File: src/rtl/cts_pkg.sv
// Package for the cooldown task scheduler: sizes, limits and the queue entry type.
// Depends on nothing; every other file of the block imports it.
`timescale 1ns / 1ps

package cts_pkg;

    // Job limits
    localparam int NUM_KINDS = 26;
    localparam int MAX_TASKS = 4096;

    // Field widths
    localparam int LETTER_W = 5;
    localparam int CD_W     = 8;
    localparam int LEN_W    = 21;

    // Derived widths
    localparam int KIND_W  = (NUM_KINDS > 1) ? $clog2(NUM_KINDS) : 1;
    localparam int CNT_W   = $clog2(MAX_TASKS + 1);
    localparam int TIES_W  = $clog2(NUM_KINDS + 1);
    localparam int PROD_W  = CNT_W + CD_W + 1;
    localparam int FRAME_W = PROD_W + 1;

    localparam logic [LEN_W-1:0] LEN_MAX = {LEN_W{1'b1}};

    // Queue between the front and back parts
    localparam int QDEPTH  = 4;
    localparam int QPTR_W  = $clog2(QDEPTH);
    localparam int QCNT_W  = $clog2(QDEPTH + 1);

    // One classified request as it travels through the queue
    typedef struct packed {
        logic [KIND_W-1:0] kind;
        logic              known;
        logic              last;
    } cts_entry_t;

endpackage

File: src/rtl/cts_if.sv
// Handshake interfaces of the cooldown task scheduler: tasks, results and configuration.
// Depends on cts_pkg for the field widths.
`timescale 1ns / 1ps

// Task requests: one letter per request, last marks the end of a job
interface cts_task_if;
    import cts_pkg::*;
    logic                valid;
    logic                ready;
    logic [LETTER_W-1:0] task_letter;
    logic                last_task;
    modport source (output valid, output task_letter, output last_task, input ready);
    modport sink   (input valid, input task_letter, input last_task, output ready);
endinterface

// Results: one per job
interface cts_result_if;
    import cts_pkg::*;
    logic             valid;
    logic             ready;
    logic [LEN_W-1:0] schedule_length;
    logic             overflow;
    modport source (output valid, output schedule_length, output overflow, input ready);
    modport sink   (input valid, input schedule_length, input overflow, output ready);
endinterface

// Configuration write channel for the cooldown register
interface cts_cfg_if;
    import cts_pkg::*;
    logic            valid;
    logic            ready;
    logic [CD_W-1:0] cooldown;
    modport source (output valid, output cooldown, input ready);
    modport sink   (input valid, input cooldown, output ready);
endinterface

File: src/rtl/cts_front.sv
// Front part: accepts task requests, classifies the letter and holds one entry for the queue.
// Depends on cts_pkg and cts_task_if.
`timescale 1ns / 1ps

module cts_front (
    input  logic                clk,
    input  logic                rst_n,
    cts_task_if.sink            task_in,
    output logic                push,
    output cts_pkg::cts_entry_t push_entry,
    input  logic                full
);
    import cts_pkg::*;

    logic       hold_valid_reg, hold_valid_next;
    cts_entry_t entry_reg, entry_next;
    logic       take;
    logic       moved;

    // A new request may enter when the holding stage is empty or drains this cycle
    assign task_in.ready = !hold_valid_reg || !full;
    assign take          = task_in.valid && task_in.ready;
    assign moved         = hold_valid_reg && !full;

    // Classify the letter: only letters below the number of kinds are counted
    always_comb
    begin
        entry_next      = entry_reg;
        hold_valid_next = hold_valid_reg;
        if (moved)
        begin
            hold_valid_next = 1'b0;
        end
        if (take)
        begin
            hold_valid_next  = 1'b1;
            entry_next.kind  = KIND_W'(task_in.task_letter);
            entry_next.known = (32'(task_in.task_letter) < NUM_KINDS);
            entry_next.last  = task_in.last_task;
        end
    end

    assign push       = hold_valid_reg;
    assign push_entry = entry_reg;

    // Holding stage valid flag
    always_ff @(posedge clk or negedge rst_n)
    begin
        if (!rst_n)
        begin
            hold_valid_reg <= 1'b0;
        end
        else
        begin
            hold_valid_reg <= hold_valid_next;
        end
    end

    // Holding stage payload
    always_ff @(posedge clk)
    begin
        entry_reg <= entry_next;
    end

endmodule

File: src/rtl/cts_queue.sv
// Short first-in first-out queue that decouples the front part from the back part.
// Depends on cts_pkg for the entry type and depth.
`timescale 1ns / 1ps

module cts_queue (
    input  logic                clk,
    input  logic                rst_n,
    input  logic                push,
    input  cts_pkg::cts_entry_t push_entry,
    output logic                full,
    input  logic                pop,
    output cts_pkg::cts_entry_t head,
    output logic                empty
);
    import cts_pkg::*;

    cts_entry_t          mem_reg [QDEPTH];
    logic [QPTR_W-1:0]   wr_ptr_reg, wr_ptr_next;
    logic [QPTR_W-1:0]   rd_ptr_reg, rd_ptr_next;
    logic [QCNT_W-1:0]   count_reg, count_next;
    logic                do_push;
    logic                do_pop;

    assign full    = (count_reg == QCNT_W'(QDEPTH));
    assign empty   = (count_reg == '0);
    assign do_push = push && !full;
    assign do_pop  = pop && !empty;
    assign head    = mem_reg[rd_ptr_reg];

    // Pointer and occupancy update
    always_comb
    begin
        wr_ptr_next = wr_ptr_reg;
        rd_ptr_next = rd_ptr_reg;
        count_next  = count_reg;
        if (do_push)
        begin
            wr_ptr_next = (wr_ptr_reg == QPTR_W'(QDEPTH - 1)) ? '0 : wr_ptr_reg + 1'b1;
        end
        if (do_pop)
        begin
            rd_ptr_next = (rd_ptr_reg == QPTR_W'(QDEPTH - 1)) ? '0 : rd_ptr_reg + 1'b1;
        end
        if (do_push && !do_pop)
        begin
            count_next = count_reg + 1'b1;
        end
        else if (do_pop && !do_push)
        begin
            count_next = count_reg - 1'b1;
        end
    end

    always_ff @(posedge clk or negedge rst_n)
    begin
        if (!rst_n)
        begin
            wr_ptr_reg <= '0;
            rd_ptr_reg <= '0;
            count_reg  <= '0;
        end
        else
        begin
            wr_ptr_reg <= wr_ptr_next;
            rd_ptr_reg <= rd_ptr_next;
            count_reg  <= count_next;
        end
    end

    // Entry storage
    always_ff @(posedge clk)
    begin
        if (do_push)
        begin
            mem_reg[wr_ptr_reg] <= push_entry;
        end
    end

endmodule

File: src/rtl/cts_back.sv
// Back part: per-letter histogram, end-of-job scan, length arithmetic and the result register.
// Depends on cts_pkg, cts_cfg_if and cts_result_if.
`timescale 1ns / 1ps

module cts_back (
    input  logic                clk,
    input  logic                rst_n,
    output logic                pop,
    input  cts_pkg::cts_entry_t head,
    input  logic                empty,
    cts_cfg_if.sink             cfg,
    cts_result_if.source        result
);
    import cts_pkg::*;

    typedef enum logic [1:0] {
        ST_LOAD,
        ST_SCAN,
        ST_MUL,
        ST_FIN
    } state_t;

    state_t              state_reg, state_next;
    logic [CNT_W-1:0]    counts_reg [NUM_KINDS];
    logic [CNT_W-1:0]    counts_next [NUM_KINDS];
    logic [CNT_W-1:0]    loaded_reg, loaded_next;
    logic                ovf_reg, ovf_next;
    logic [CD_W-1:0]     cooldown_reg, cooldown_next;
    logic [KIND_W-1:0]   scan_reg, scan_next;
    logic [CNT_W-1:0]    top_reg, top_next;
    logic [TIES_W-1:0]   ties_reg, ties_next;
    logic [PROD_W-1:0]   prod_reg, prod_next;
    logic                out_valid_reg, out_valid_next;
    logic [LEN_W-1:0]    out_len_reg, out_len_next;
    logic                out_ovf_reg, out_ovf_next;
    logic [CNT_W-1:0]    scan_count;
    logic [FRAME_W-1:0]  frame;
    logic [FRAME_W-1:0]  total_f;
    logic [LEN_W-1:0]    length;
    logic                out_free;

    assign cfg.ready              = 1'b1;
    assign result.valid           = out_valid_reg;
    assign result.schedule_length = out_len_reg;
    assign result.overflow        = out_ovf_reg;

    assign out_free   = !out_valid_reg || result.ready;
    assign pop        = (state_reg == ST_LOAD) && !empty;
    assign scan_count = counts_reg[0];

    // Final length: the larger of the frame and the task total, saturated; zero for an empty job
    always_comb
    begin
        frame   = FRAME_W'(prod_reg) + FRAME_W'(ties_reg);
        total_f = FRAME_W'(loaded_reg);
        if (frame < total_f)
        begin
            frame = total_f;
        end
        if (loaded_reg == '0)
        begin
            length = '0;
        end
        else if (frame > FRAME_W'(LEN_MAX))
        begin
            length = LEN_MAX;
        end
        else
        begin
            length = LEN_W'(frame);
        end
    end

    // Sequencer: load requests, shift the histogram out past the scan, multiply, finish
    always_comb
    begin
        state_next     = state_reg;
        counts_next    = counts_reg;
        loaded_next    = loaded_reg;
        ovf_next       = ovf_reg;
        cooldown_next  = cfg.valid ? cfg.cooldown : cooldown_reg;
        scan_next      = scan_reg;
        top_next       = top_reg;
        ties_next      = ties_reg;
        prod_next      = prod_reg;
        out_valid_next = out_valid_reg && !result.ready;
        out_len_next   = out_len_reg;
        out_ovf_next   = out_ovf_reg;

        case (state_reg)
            ST_LOAD:
            begin
                if (!empty)
                begin
                    if (head.known)
                    begin
                        if (loaded_reg < CNT_W'(MAX_TASKS))
                        begin
                            counts_next[head.kind] = counts_reg[head.kind] + CNT_W'(1);
                            loaded_next            = loaded_reg + CNT_W'(1);
                        end
                        else
                        begin
                            ovf_next = 1'b1;
                        end
                    end
                    if (head.last)
                    begin
                        state_next = ST_SCAN;
                        scan_next  = '0;
                        top_next   = '0;
                        ties_next  = '0;
                    end
                end
            end
            ST_SCAN:
            begin
                // Oldest count leaves at the bottom, zero enters at the top
                for (int k = 0; k < NUM_KINDS - 1; k++)
                begin
                    counts_next[k] = counts_reg[k + 1];
                end
                counts_next[NUM_KINDS - 1] = '0;
                if (scan_count > top_reg)
                begin
                    top_next  = scan_count;
                    ties_next = TIES_W'(1);
                end
                else if ((scan_count != '0) && (scan_count == top_reg))
                begin
                    ties_next = ties_reg + TIES_W'(1);
                end
                if (scan_reg == KIND_W'(NUM_KINDS - 1))
                begin
                    state_next = ST_MUL;
                end
                else
                begin
                    scan_next = scan_reg + KIND_W'(1);
                end
            end
            ST_MUL:
            begin
                prod_next  = PROD_W'(top_reg - CNT_W'(1)) *
                             PROD_W'({1'b0, cooldown_reg} + 9'd1);
                state_next = ST_FIN;
            end
            ST_FIN:
            begin
                if (out_free)
                begin
                    out_valid_next = 1'b1;
                    out_len_next   = length;
                    out_ovf_next   = ovf_reg;
                    loaded_next    = '0;
                    ovf_next       = 1'b0;
                    state_next     = ST_LOAD;
                end
            end
            default:
            begin
                state_next = ST_LOAD;
            end
        endcase
    end

    // Control state, histogram and result valid
    always_ff @(posedge clk or negedge rst_n)
    begin
        if (!rst_n)
        begin
            state_reg     <= ST_LOAD;
            counts_reg    <= '{default: '0};
            loaded_reg    <= '0;
            ovf_reg       <= 1'b0;
            cooldown_reg  <= '0;
            scan_reg      <= '0;
            top_reg       <= '0;
            ties_reg      <= '0;
            out_valid_reg <= 1'b0;
        end
        else
        begin
            state_reg     <= state_next;
            counts_reg    <= counts_next;
            loaded_reg    <= loaded_next;
            ovf_reg       <= ovf_next;
            cooldown_reg  <= cooldown_next;
            scan_reg      <= scan_next;
            top_reg       <= top_next;
            ties_reg      <= ties_next;
            out_valid_reg <= out_valid_next;
        end
    end

    // Arithmetic and result payload
    always_ff @(posedge clk)
    begin
        prod_reg    <= prod_next;
        out_len_reg <= out_len_next;
        out_ovf_reg <= out_ovf_next;
    end

`ifndef SYNTHESIS
    // The job never holds more tasks than the limit.
    assert property (@(posedge clk) disable iff (!rst_n)
        loaded_reg <= CNT_W'(MAX_TASKS))
        else $error("task count above limit");

    // The scan leaves the bottom and top histogram entries empty for the next job.
    assert property (@(posedge clk) disable iff (!rst_n)
        (state_reg == ST_MUL) |-> (counts_reg[0] == '0) && (counts_reg[NUM_KINDS - 1] == '0))
        else $error("histogram not cleared after scan");

    // The largest count cannot exceed the task total, and ties only exist with a top count.
    assert property (@(posedge clk) disable iff (!rst_n)
        (state_reg == ST_MUL) |-> (top_reg <= loaded_reg) &&
            ((top_reg == '0) == (ties_reg == '0)))
        else $error("inconsistent top count or ties");
`endif

endmodule

File: src/rtl/cooldown_task_schedule_length.sv
// Top level of the cooldown task scheduler: front part, queue and back part.
// Depends on cts_pkg, cts_if, cts_front, cts_queue and cts_back.
// Throughput: one task request per cycle within a job while the queue has room; the histogram takes one update a cycle.
// A job end takes the back part through the histogram scan, the multiply and the finish step.
// Reset: asynchronous, clears histogram, counters, cooldown and queue at once; no clearing pass.
`timescale 1ns / 1ps

module cooldown_task_schedule_length (
    input  logic         clk,
    input  logic         rst_n,
    cts_task_if.sink     task_in,
    cts_cfg_if.sink      cfg,
    cts_result_if.source result
);
    import cts_pkg::*;

    logic       push;
    cts_entry_t push_entry;
    logic       full;
    logic       pop;
    cts_entry_t head;
    logic       empty;

    // Accept and classify requests
    cts_front u_front (
        .clk        (clk),
        .rst_n      (rst_n),
        .task_in    (task_in),
        .push       (push),
        .push_entry (push_entry),
        .full       (full)
    );

    // Decoupling queue
    cts_queue u_queue (
        .clk        (clk),
        .rst_n      (rst_n),
        .push       (push),
        .push_entry (push_entry),
        .full       (full),
        .pop        (pop),
        .head       (head),
        .empty      (empty)
    );

    // Histogram and schedule length
    cts_back u_back (
        .clk    (clk),
        .rst_n  (rst_n),
        .pop    (pop),
        .head   (head),
        .empty  (empty),
        .cfg    (cfg),
        .result (result)
    );

endmodule

File: src/flat_wrapper.sv
// flat-port wrapper written by rule: the top's interface ports become plain ports
module cooldown_task_schedule_length_flat import cts_pkg::*;
  (clk, rst_n, task_in_valid, task_in_task_letter, task_in_last_task, task_in_ready, cfg_valid, cfg_cooldown, cfg_ready, result_valid, result_schedule_length, result_overflow, result_ready);
  cts_task_if task_in_i ();
  cts_cfg_if cfg_i ();
  cts_result_if result_i ();
  input  logic clk;
  input  logic rst_n;
  input wire logic [$bits(task_in_i.valid)-1:0] task_in_valid;
  input wire logic [$bits(task_in_i.task_letter)-1:0] task_in_task_letter;
  input wire logic [$bits(task_in_i.last_task)-1:0] task_in_last_task;
  output wire logic [$bits(task_in_i.ready)-1:0] task_in_ready;
  input wire logic [$bits(cfg_i.valid)-1:0] cfg_valid;
  input wire logic [$bits(cfg_i.cooldown)-1:0] cfg_cooldown;
  output wire logic [$bits(cfg_i.ready)-1:0] cfg_ready;
  output wire logic [$bits(result_i.valid)-1:0] result_valid;
  output wire logic [$bits(result_i.schedule_length)-1:0] result_schedule_length;
  output wire logic [$bits(result_i.overflow)-1:0] result_overflow;
  input wire logic [$bits(result_i.ready)-1:0] result_ready;
  assign task_in_i.valid = task_in_valid;
  assign task_in_i.task_letter = task_in_task_letter;
  assign task_in_i.last_task = task_in_last_task;
  assign task_in_ready = task_in_i.ready;
  assign cfg_i.valid = cfg_valid;
  assign cfg_i.cooldown = cfg_cooldown;
  assign cfg_ready = cfg_i.ready;
  assign result_valid = result_i.valid;
  assign result_schedule_length = result_i.schedule_length;
  assign result_overflow = result_i.overflow;
  assign result_i.ready = result_ready;
  cooldown_task_schedule_length u_core (.clk(clk), .rst_n(rst_n), .task_in(task_in_i), .cfg(cfg_i), .result(result_i));
endmodule
File: config.mk
export PLATFORM = sky130hd
export DESIGN_NAME = cooldown_task_schedule_length_flat
export DESIGN_NICKNAME = d
export VERILOG_FILES = /design/src/rtl/cts_pkg.sv /design/src/rtl/cts_if.sv /design/src/rtl/cts_front.sv /design/src/rtl/cts_queue.sv /design/src/rtl/cts_back.sv /design/src/rtl/cooldown_task_schedule_length.sv /design/src/flat_wrapper.sv
export SDC_FILE = /design/constraint.sdc
export NUM_CORES = 1
export LEC_CHECK = 0
export BUFFER_PORTS_ARGS = -buffer_cell sky130_fd_sc_hd__buf_4
export CAP_MARGIN = 20
export CORE_MARGIN = 8
export CORE_UTILIZATION = 57
export DETAILED_ROUTE_END_ITERATION = 7
export HOLD_SLACK_MARGIN = 0.15
export PLACE_DENSITY = 0.73
export RECOVER_POWER = 100
export SYNTH_ARGS = -nofsm -noshare
export SYNTH_HDL_FRONTEND = slang
export SYNTH_HIERARCHICAL = 1
export SYNTH_SLANG_ARGS = --single-unit
File: constraint.sdc
create_clock -name clk -period 8.2 [get_ports clk]
set_input_delay 0.41 -clock clk [delete_from_list [all_inputs] [get_ports clk]]
set_output_delay 0.41 -clock clk [all_outputs]
set_load 0.05 [all_outputs]
* Yosys cells after proc, flatten, opt, wreduce, memory -nomap -nowiden
Memory sizes are Yosys's and may differ from the RTL's.
Cells that the tools add are included.
** Storage, ports and cells
- Flip-flop bits (word level) :: 445
- Memory bits (writable) :: 28
- Input bits :: 19
- Output and inout bits :: 25
- Logic and storage cells :: 165
- Memories :: 1
** Operators by class
- Add/subtract/negate cells :: 11
- $mul :: 1
- Order comparisons :: 7
- Equality and inequality tests :: 18
- Multiplexer cells :: 48
- Bitwise operators :: 1
- Reduce and logical (&&, ||, !) cells :: 34
** Memory list
- u_core.u_queue.mem_reg :: words 4, bits a word 7, rd ports 1, clocked after memory_dff 0, write ports 1, line cts_queue.sv:17 : cts_entry_t mem_reg [QDEPTH];
** Operators by type and width (count)
- $mux W338 :: 3
- $pmux W338 S2 :: 1
- $bwmux W338 :: 1
- $mux W13 :: 10
- $bmux W13 S5 :: 1
- $demux W13 S5 :: 1
- $pmux W13 S2 :: 2
- $add A13 B1 Y13 const B :: 2
- $mux W5 :: 5
- $add A22 B5 Y23 :: 1
- $gt A23 B21 Y1 const B :: 1
- $lt A23 B13 Y1 :: 1
- $mux W23 :: 1
- $mul A14 B10 Y22 :: 1
- $mux W21 :: 1
- $pmux W5 S2 :: 2
- $reduce_and A4 Y1 :: 5
- $sub A13 B1 Y14 const B :: 1
- $eq A13 B13 Y1 :: 1
- $gt A13 B13 Y1 :: 1
- $logic_not A13 Y1 :: 1
- $lt A13 B13 Y1 const B :: 1
- $reduce_bool A13 Y1 :: 1
- $mux W2 :: 6
- 28 further kinds :: 69

* Depth between registers and ports, before layout
Gate-level depths: netlist (run 1).
An unclocked memory read counts as a cell.
- Depth in word-level cells :: 11
- Depth in mapped cells :: 25
- Gate-level depth less buffers :: 24

* Modules after synthesis
The synthesis (run 1) kept the hierarchy.
** By module, submodules not included
- cts_back :: instances 1, cells each 3075, area each 28939.0 sq um, seq. area each 10980.5 sq um
- cts_queue :: instances 1, cells each 74, area each 1475.2 sq um, seq. area each 1016.0 sq um
- cts_front :: instances 1, cells each 12, area each 265.3 sq um, seq. area each 235.2 sq um

* Worst setup path after synthesis (run 1)
No wires, ideal clock.
- Kind :: register to register
- Start point :: register u_core.u_back.top_reg[0]
- End point :: register u_core.u_back.prod_reg[17], data pin
- Setup time :: 258 ps
- Arrival :: 6011 ps
- Data required time :: 7942 ps
- Setup slack :: 1932 ps
- Cell stages (with the launch flop) :: 25
- Path buffers :: 1
- Period minus slack after synthesis :: 6268 ps
- Path through :: dfrtp_1 > clkbuf_1 > inv_1 > ha_1 > nand2_1 > or2_2 > or3_1 > xnor2_1 > nand2_1 > fa_1 > inv_1 > fa_1 > fa_1 > fa_1 > inv_1 > fa_1 > inv_1 > ha_1 > or3_1 > o21ai_0 > a21oi_1 > a21o_1 > a21o_1 > a21oi_1 > xnor2_1
** Between the ends
- Word-level cells in the longest chain between the ends :: 2
** RTL lines
- start: declaration :: line cts_back.sv:30 : logic [CNT_W-1:0] top_reg, top_next;
- start signal: assignment :: line cts_back.sv:190 : top_reg <= top_next;
- $sub A13 B1 Y14 :: line cts_back.sv:144 : prod_next = PROD_W'(top_reg - CNT_W'(1)) *
- $mul A14 B10 Y22 :: line cts_back.sv:144
- end signal: assignment :: line cts_back.sv:199 : prod_reg <= prod_next;
- end: declaration :: line cts_back.sv:32 : logic [PROD_W-1:0] prod_reg, prod_next;
No other way between the ends.
A chain may end at the register's enable or synchronous reset.

==> results of run 1 <==
-- per-stage QoR --
step | instance area, um2 | worst slack, ns | utilization | hold slack [ns] | std cells
after floorplan | 30700 | 1.93 | - | 0.114 | 3161
after global placement | 31400 | 1.48 | 0.588 | 0.431 | 3740
after detailed placement | 31500 | 1.31 | 0.589 | 0.436 | 3743
after CTS | 33400 | 1.29 | 0.625 | 0.244 | 3861
after global routing | 33100 | 0.520 | 0.619 | 0.259 | 3864
final | 33100 | 0.933 | 0.619 | 0.263 | 3864
-- Yosys cell counts, types with 28 or more instances --
master | count | area share
dfrtp_1 | 394 | 0.32
nor2_1 | 389 | 0.048
a21oi_1 | 307 | 0.050
nand2_1 | 290 | 0.035
inv_1 | 178 | 0.022
clkbuf_1 | 156 | 0.019
a22oi_1 | 115 | 0.028
fa_1 | 103 | 0.067
ha_1 | 96 | 0.039
edfxtp_1 | 79 | 0.077
o21ai_0 | 73 | 0.012
nand3_1 | 71 | 0.012
a31oi_1 | 66 | 0.013
xnor2_1 | 62 | 0.018
mux2i_1 | 58 | 0.019
mux4_2 | 51 | 0.037
o2bb2a_1 | 48 | 0.016
o22ai_1 | 41 | 0.0084
nor3_1 | 38 | 0.0062
a221oi_1 | 37 | 0.011
a211oi_1 | 30 | 0.0073
nand2b_1 | 29 | 0.0059
nor2b_1 | 28 | 0.0057
-- logic make-up after synthesis --
family	count (synthesis)	synth area share
XOR/XNOR	96	0.0291
other	1	0.000122
buffers and inverters	397	0.0554
flip-flops	473	0.399
AND/OR/NAND/NOR	972	0.144
adder cells (fa/ha/maj)	199	0.106
AO/OA/AOI/OAI	879	0.190
multiplexers	144	0.0765
-- worst max-delay path, delay by kind of cell (launching register included) --
family	cells	cell delay, ns
AO/OA/AOI/OAI	5	1.75
buffers and inverters	2	2.17
flip-flops	1	0.69
multiplexers	2	1.49
AND/OR/NAND/NOR	3	0.98
-- path summary, 6_finish.rpt --
kind / endpoint / start / cells after the start / slack [ns]
worst max-delay path: u_core/u_back/counts_reg[167] / u_core/u_queue/rd_ptr_reg[0] / 12 / 0.93
worst min-delay path: u_core/u_back/result.valid / result_ready / 3 / 0.26
worst max register to register: u_core/u_back/counts_reg[167] / u_core/u_queue/rd_ptr_reg[0] / 12 / 0.93
worst min register to register: u_core/u_back/result.overflow / u_core/u_back/ovf_reg / 0 / 0.46
max in group asynchronous: u_core/u_back/top_reg[2] / rst_n / 3 / 1.63
min in group asynchronous: u_core/u_back/counts_reg[159] / rst_n / 2 / 1.96
-- cell type report --
| type | count | area (um2) | share of cell area |
|---|---|---|---|
| sequential | 473 | 12200 | 0.369 |
| clock inverter | 24 | 292 | 0.00880 |
| multi-input combinational | 2291 | 16700 | 0.505 |
| inverter | 179 | 672 | 0.0203 |
| tap | 696 | 871 | 0.0263 |
| clock buffer | 69 | 1380 | 0.0418 |
| timing repair buffer | 132 | 946 | 0.0285 |
-- layer usage --
| layer | routed length [um] | track usage |
|---|---|---|
| met1 | 35000 | 0.376 |
| met4 | 5720 | 0.162 |
| met5 | 0 | 0 |
| met2 | 42000 | 0.468 |
| met3 | 8570 | 0.0594 |
-- timing repair --
item / CTS / global route
endpoints found under the hold margin: 87 / 0
setup endpoints to repair: 0 / 0
gates resized for setup: 0 / 0
hold buffers: 25 / 0
==> results.yml, run 1 <==
worst_setup_path:
  path_common_cell: "clkbuf_1"
  crit_required_ns: 8.71
  cpMaxStageDelayCell: "clkbuf_1"
  crit_chain: "mux4_4, clkbuf_1, mux4_1, a22o_1, a221o_1, nor3_1, nor2_1, and3_1, o211ai_1, clkbuf_1, o21ai_0, o21a_1"
  end_kind: "register"
  timing_worst_setup_path_type: "reg -> reg"
  cp_max_fo: 24
  cpPeakStageDelay_ns: 1.44
  startpoint_type: "register"
  cp.arrival_ns: 7.78
timing:
  slew_headroom: -2.01
  drv_slew: 911
  rsz0062_at_grt: "no"
  setup_violations: 0
  setup_tns_ns: 0
  hold_viol_final: 0
  timing.clock.skew_ns: 0.0303
  fin_crit_ns: 7.27
  max_freq_mhz: 138
  worst_pin_slew_ns: 4.51
  fin_crit_sh: 0.886
clocking:
  insertion_delay_ns: 0.62
  numCtsBuffers: 51
  cts_tree: "yes"
  cts_root_buf: "clkbuf_16"
  clk_pin_slew_worst_paths_ns: 0.06
  cts_setup_buffers: 0
  cts_sinks: 473
  clockBufferDepth: 3
  cts_max_level: 2
logic_synthesis:
  ys_async_sr_fraction: 0.833
  synth_cell_type_count: 96
  ys_seq_area_frac: 0.399
  synth_edf_count: 79
  synth_area_mm2: 0.0307
  synth_warnings: 6
  avgSynthCellArea_um2: 9.71
  ys.flop_type: "dfrtp_1"
  yosys_register_bits: 473
  syn_inst: 3161
  syn-num-nets: 3379
global_routing:
  grt.overflow.total: 0
  grt_pass1_wl_mm: 142
  grt_use_total: 0.294
  grt_pass1_vias: 25600
  grt_max_degree: 190
  antenna_found_initial: 0
floorplan:
  start_util: 0.574
  core_mm2: 0.0535
  dieArea_mm2: 0.0615
  std_cell_rows: 85
  dieHeight_um: 248
  ioPinCount: 44
  die_w_um: 248
routing:
  vias_per_cell: 6.66
  drt_pre_antenna_iters: 6
  wl_per_cell_um: 23.6
  drc: 0
  routed_wl_mm: 91.3
  antenna_left: 0
  vias: 25700
  first_iter_violations: 2671
layout:
  num_antenna_cells: 0
  largest_reg_flops: 325
  drive_above_1_share: 0.0799
  final_cell_mix: "dfrtp_1 (394), nor2_1 (378), a21oi_1 (307)"
  area_growth_pct: 7.99
  n_fill_cell: 4405
  layout.nets: 3346
  final_common_cell: "dfrtp_1"
placement:
  gp_congestion: 0.981
  dp.final_hpwl_mm: 62.5
  portBuffers: 42
status:
  status: "complete, but fails checks"
  violations: "max-capacitance violations, max-slew violations"
flow_run:
  max_cap_violations: 13
hold_path:
  hp-class: "in -> reg"
Power of run 1 is not shown: default switching activity piles up to over one toggle a cycle in this logic, so the estimate is an artifact.
==> run 2, diff against run 1 <==
Settings changed: ABC_AREA from default to 1.
==> results.yml, run 2 <==
logic_synthesis:
  ys_top_cells_by_count: "nand2_1 (1,255), a21oi_1 (664), nor2_1 (533), inv_1 (426), dfrtp_1 (394)"
  synth_cell_type_count: 53
  avgSynthCellArea_um2: 7.27
  ys_seq_area_frac: 0.381
  synth_top_area_frac: 0.307
  yosysTopAreaCell: "dfrtp_1"
  syn-num-nets: 4630
  synth_warnings: 6
  post-synth-top-count-cell: "nand2_1"
  synth_edf_count: 79
  ys_async_sr_fraction: 0.833
  syn_inst: 4412
  yosys_register_bits: 473
  synth_area_mm2: 0.0321
  ys.flop_type: "dfrtp_1"
  synthTopCellsByArea: "dfrtp_1 (31%), nand2_1 (15%), a21oi_1 (10%), edfxtp_1 (7.4%), fa_1 (6.4%)"
timing:
  timing.clock.skew_ns: 0.0278
  setup_tns_ns: 0
  setup_violations: 0
  rsz0062_at_grt: "no"
  max_freq_mhz: 138
  slew_headroom: -2.35
  hold_viol_final: 0
  worst_pin_slew_ns: 5.02
  fin_crit_ns: 7.26
  drv_slew: 334
  setup_ws_ns: 0.944
  fin_crit_sh: 0.885
global_routing:
  grt_max_degree: 135
  grt.overflow.total: 0
  antenna_found_initial: 0
  grt_pass1_wl_mm: 155
  grt_pass1_vias: 28100
  grt_use_total: 0.302
floorplan:
  ioPinCount: 44
  core_mm2: 0.0561
  start_util: 0.573
  dieArea_mm2: 0.0642
  dieHeight_um: 253
  std_cell_rows: 87
  die_w_um: 253
worst_setup_path:
  cp.arrival_ns: 7.75
  timing_worst_setup_path_type: "reg -> reg"
  cp_max_fo: 62
  startpoint_type: "register"
  crit_required_ns: 8.70
  end_kind: "register"
layout:
  final_cell_mix: "nand2_1 (1,260), a21oi_1 (664), nor2_1 (534)"
  area_growth_pct: 7.06
  final_common_cell: "nand2_1"
  drive_above_1_share: 0.0437
  post-route-util: 0.613
  largest_reg_flops: 325
  layout.nets: 4565
  num_antenna_cells: 0
clocking:
  clockBufferDepth: 3
  cts_max_level: 2
  clk_pin_slew_worst_paths_ns: 0.06
  cts_tree: "yes"
  cts_root_buf: "clkbuf_16"
  cts_resized: 0
  numCtsBuffers: 54
  insertion_delay_ns: 0.63
  cts_sinks: 473
routing:
  drc: 0
  antenna_left: 0
  first_iter_violations: 3666
  routed_wl_mm: 97.6
  wl_per_cell_um: 19.0
  vias: 30100
  drt_pre_antenna_iters: 6
  vias_per_cell: 5.85
placement:
  portBuffers: 42
  gp_congestion: 0.937
  dp.final_hpwl_mm: 64.7
  place_ws_ns: 1.62
flow_run:
  max_cap_violations: 7
status:
  violations: "max-capacitance violations, max-slew violations"
  status: "complete, but fails checks"
hold_path:
  hp-class: "reg -> reg"
## run 2: repair_timing
item	4_1_cts	5_1_grt
buffers inserted	0	0
hold buffers	29	0
hold endpoints to repair	102	0
setup endpoints to repair	0	0
## run 2: final cells by class
class	count	area (um2)
fillers	5109	21700
multi-input cells	3259	16900
flip-flops and latches	473	12200
inverters	443	1670
clock buffers	79	1530
well taps	756	946
repair buffers	116	845
clock inverters	21	200
## run 2: logic make-up (layout without fill, tap and decap cells)
kind of cell / after synthesis / in the layout / share of synthesized area
other cells: 1 / 1 / 0.000117
fa+ha+maj: 199 / 199 / 0.102
simple gates: 2171 / 2171 / 0.277
mux: 3 / 3 / 0.00101
flops: 473 / 473 / 0.381
buf+inv: 680 / 659 / 0.0901
xor+xnor: 46 / 46 / 0.0126
compound gates: 839 / 839 / 0.136
## run 2: through the flow
step / hold slack [ns] / std cells / area (um2)
2_1_floorplan: 0.114 / 4412 / 32100
3_3_place_gp: 0.463 / 5016 / 32500
3_5_place_dp: 0.447 / 5017 / 32500
4_1_cts: 0.407 / 5146 / 34500
5_1_grt: 0.487 / 5147 / 34400
6_report: 0.464 / 5147 / 34400
## run 2: per-layer routing
| layer | track usage | up-vias | part of all wire |
|---|---|---|---|
| met1 | 0.437 | 14300 | 0.42 |
| met5 | 0 | - | 0 |
| met2 | 0.446 | 1567 | 0.43 |
| met3 | 0.0623 | 218 | 0.11 |
| li1 | - | 14100 | - |
| met4 | 0.105 | 0 | 0.032 |
## run 2: worst paths after layout
kind | slack, ns | from | cells past startpoint | end
worst max-delay path | 0.94 | u_core/u_queue/rd_ptr_reg[0] | 18 | u_core/u_back/counts_reg[206]
worst min-delay path | 0.46 | u_core/u_back/ovf_reg | 0 | u_core/u_back/result.overflow
worst max register to register | 0.94 | u_core/u_queue/rd_ptr_reg[0] | 18 | u_core/u_back/counts_reg[206]
worst min register to register | 0.46 | u_core/u_back/ovf_reg | 0 | u_core/u_back/result.overflow
max in group asynchronous | 2.20 | rst_n | 4 | u_core/u_back/loaded_reg[5]
min in group asynchronous | 2.15 | rst_n | 2 | u_core/u_back/counts_reg[98]
## run 2: critical path, stage by stage, from the launching register on
cell	delay, ns
dfrtp_1	0.90
o211ai_1	0.19
nand2_1	1.25
clkinvlp_2	0.41
buf_4	0.50
nor2_4	0.45
buf_4	0.36
nand3_1	0.11
nand2_1	0.12
inv_1	0.05
nand2_1	0.09
nor2_1	0.06
nand2_1	0.11
nand2_1	0.11
nor2_1	0.38
nand4_1	1.03
clkbuf_2	0.65
nand3_1	0.20
a21oi_1	0.08
Power of run 2 is left out for the same reason.
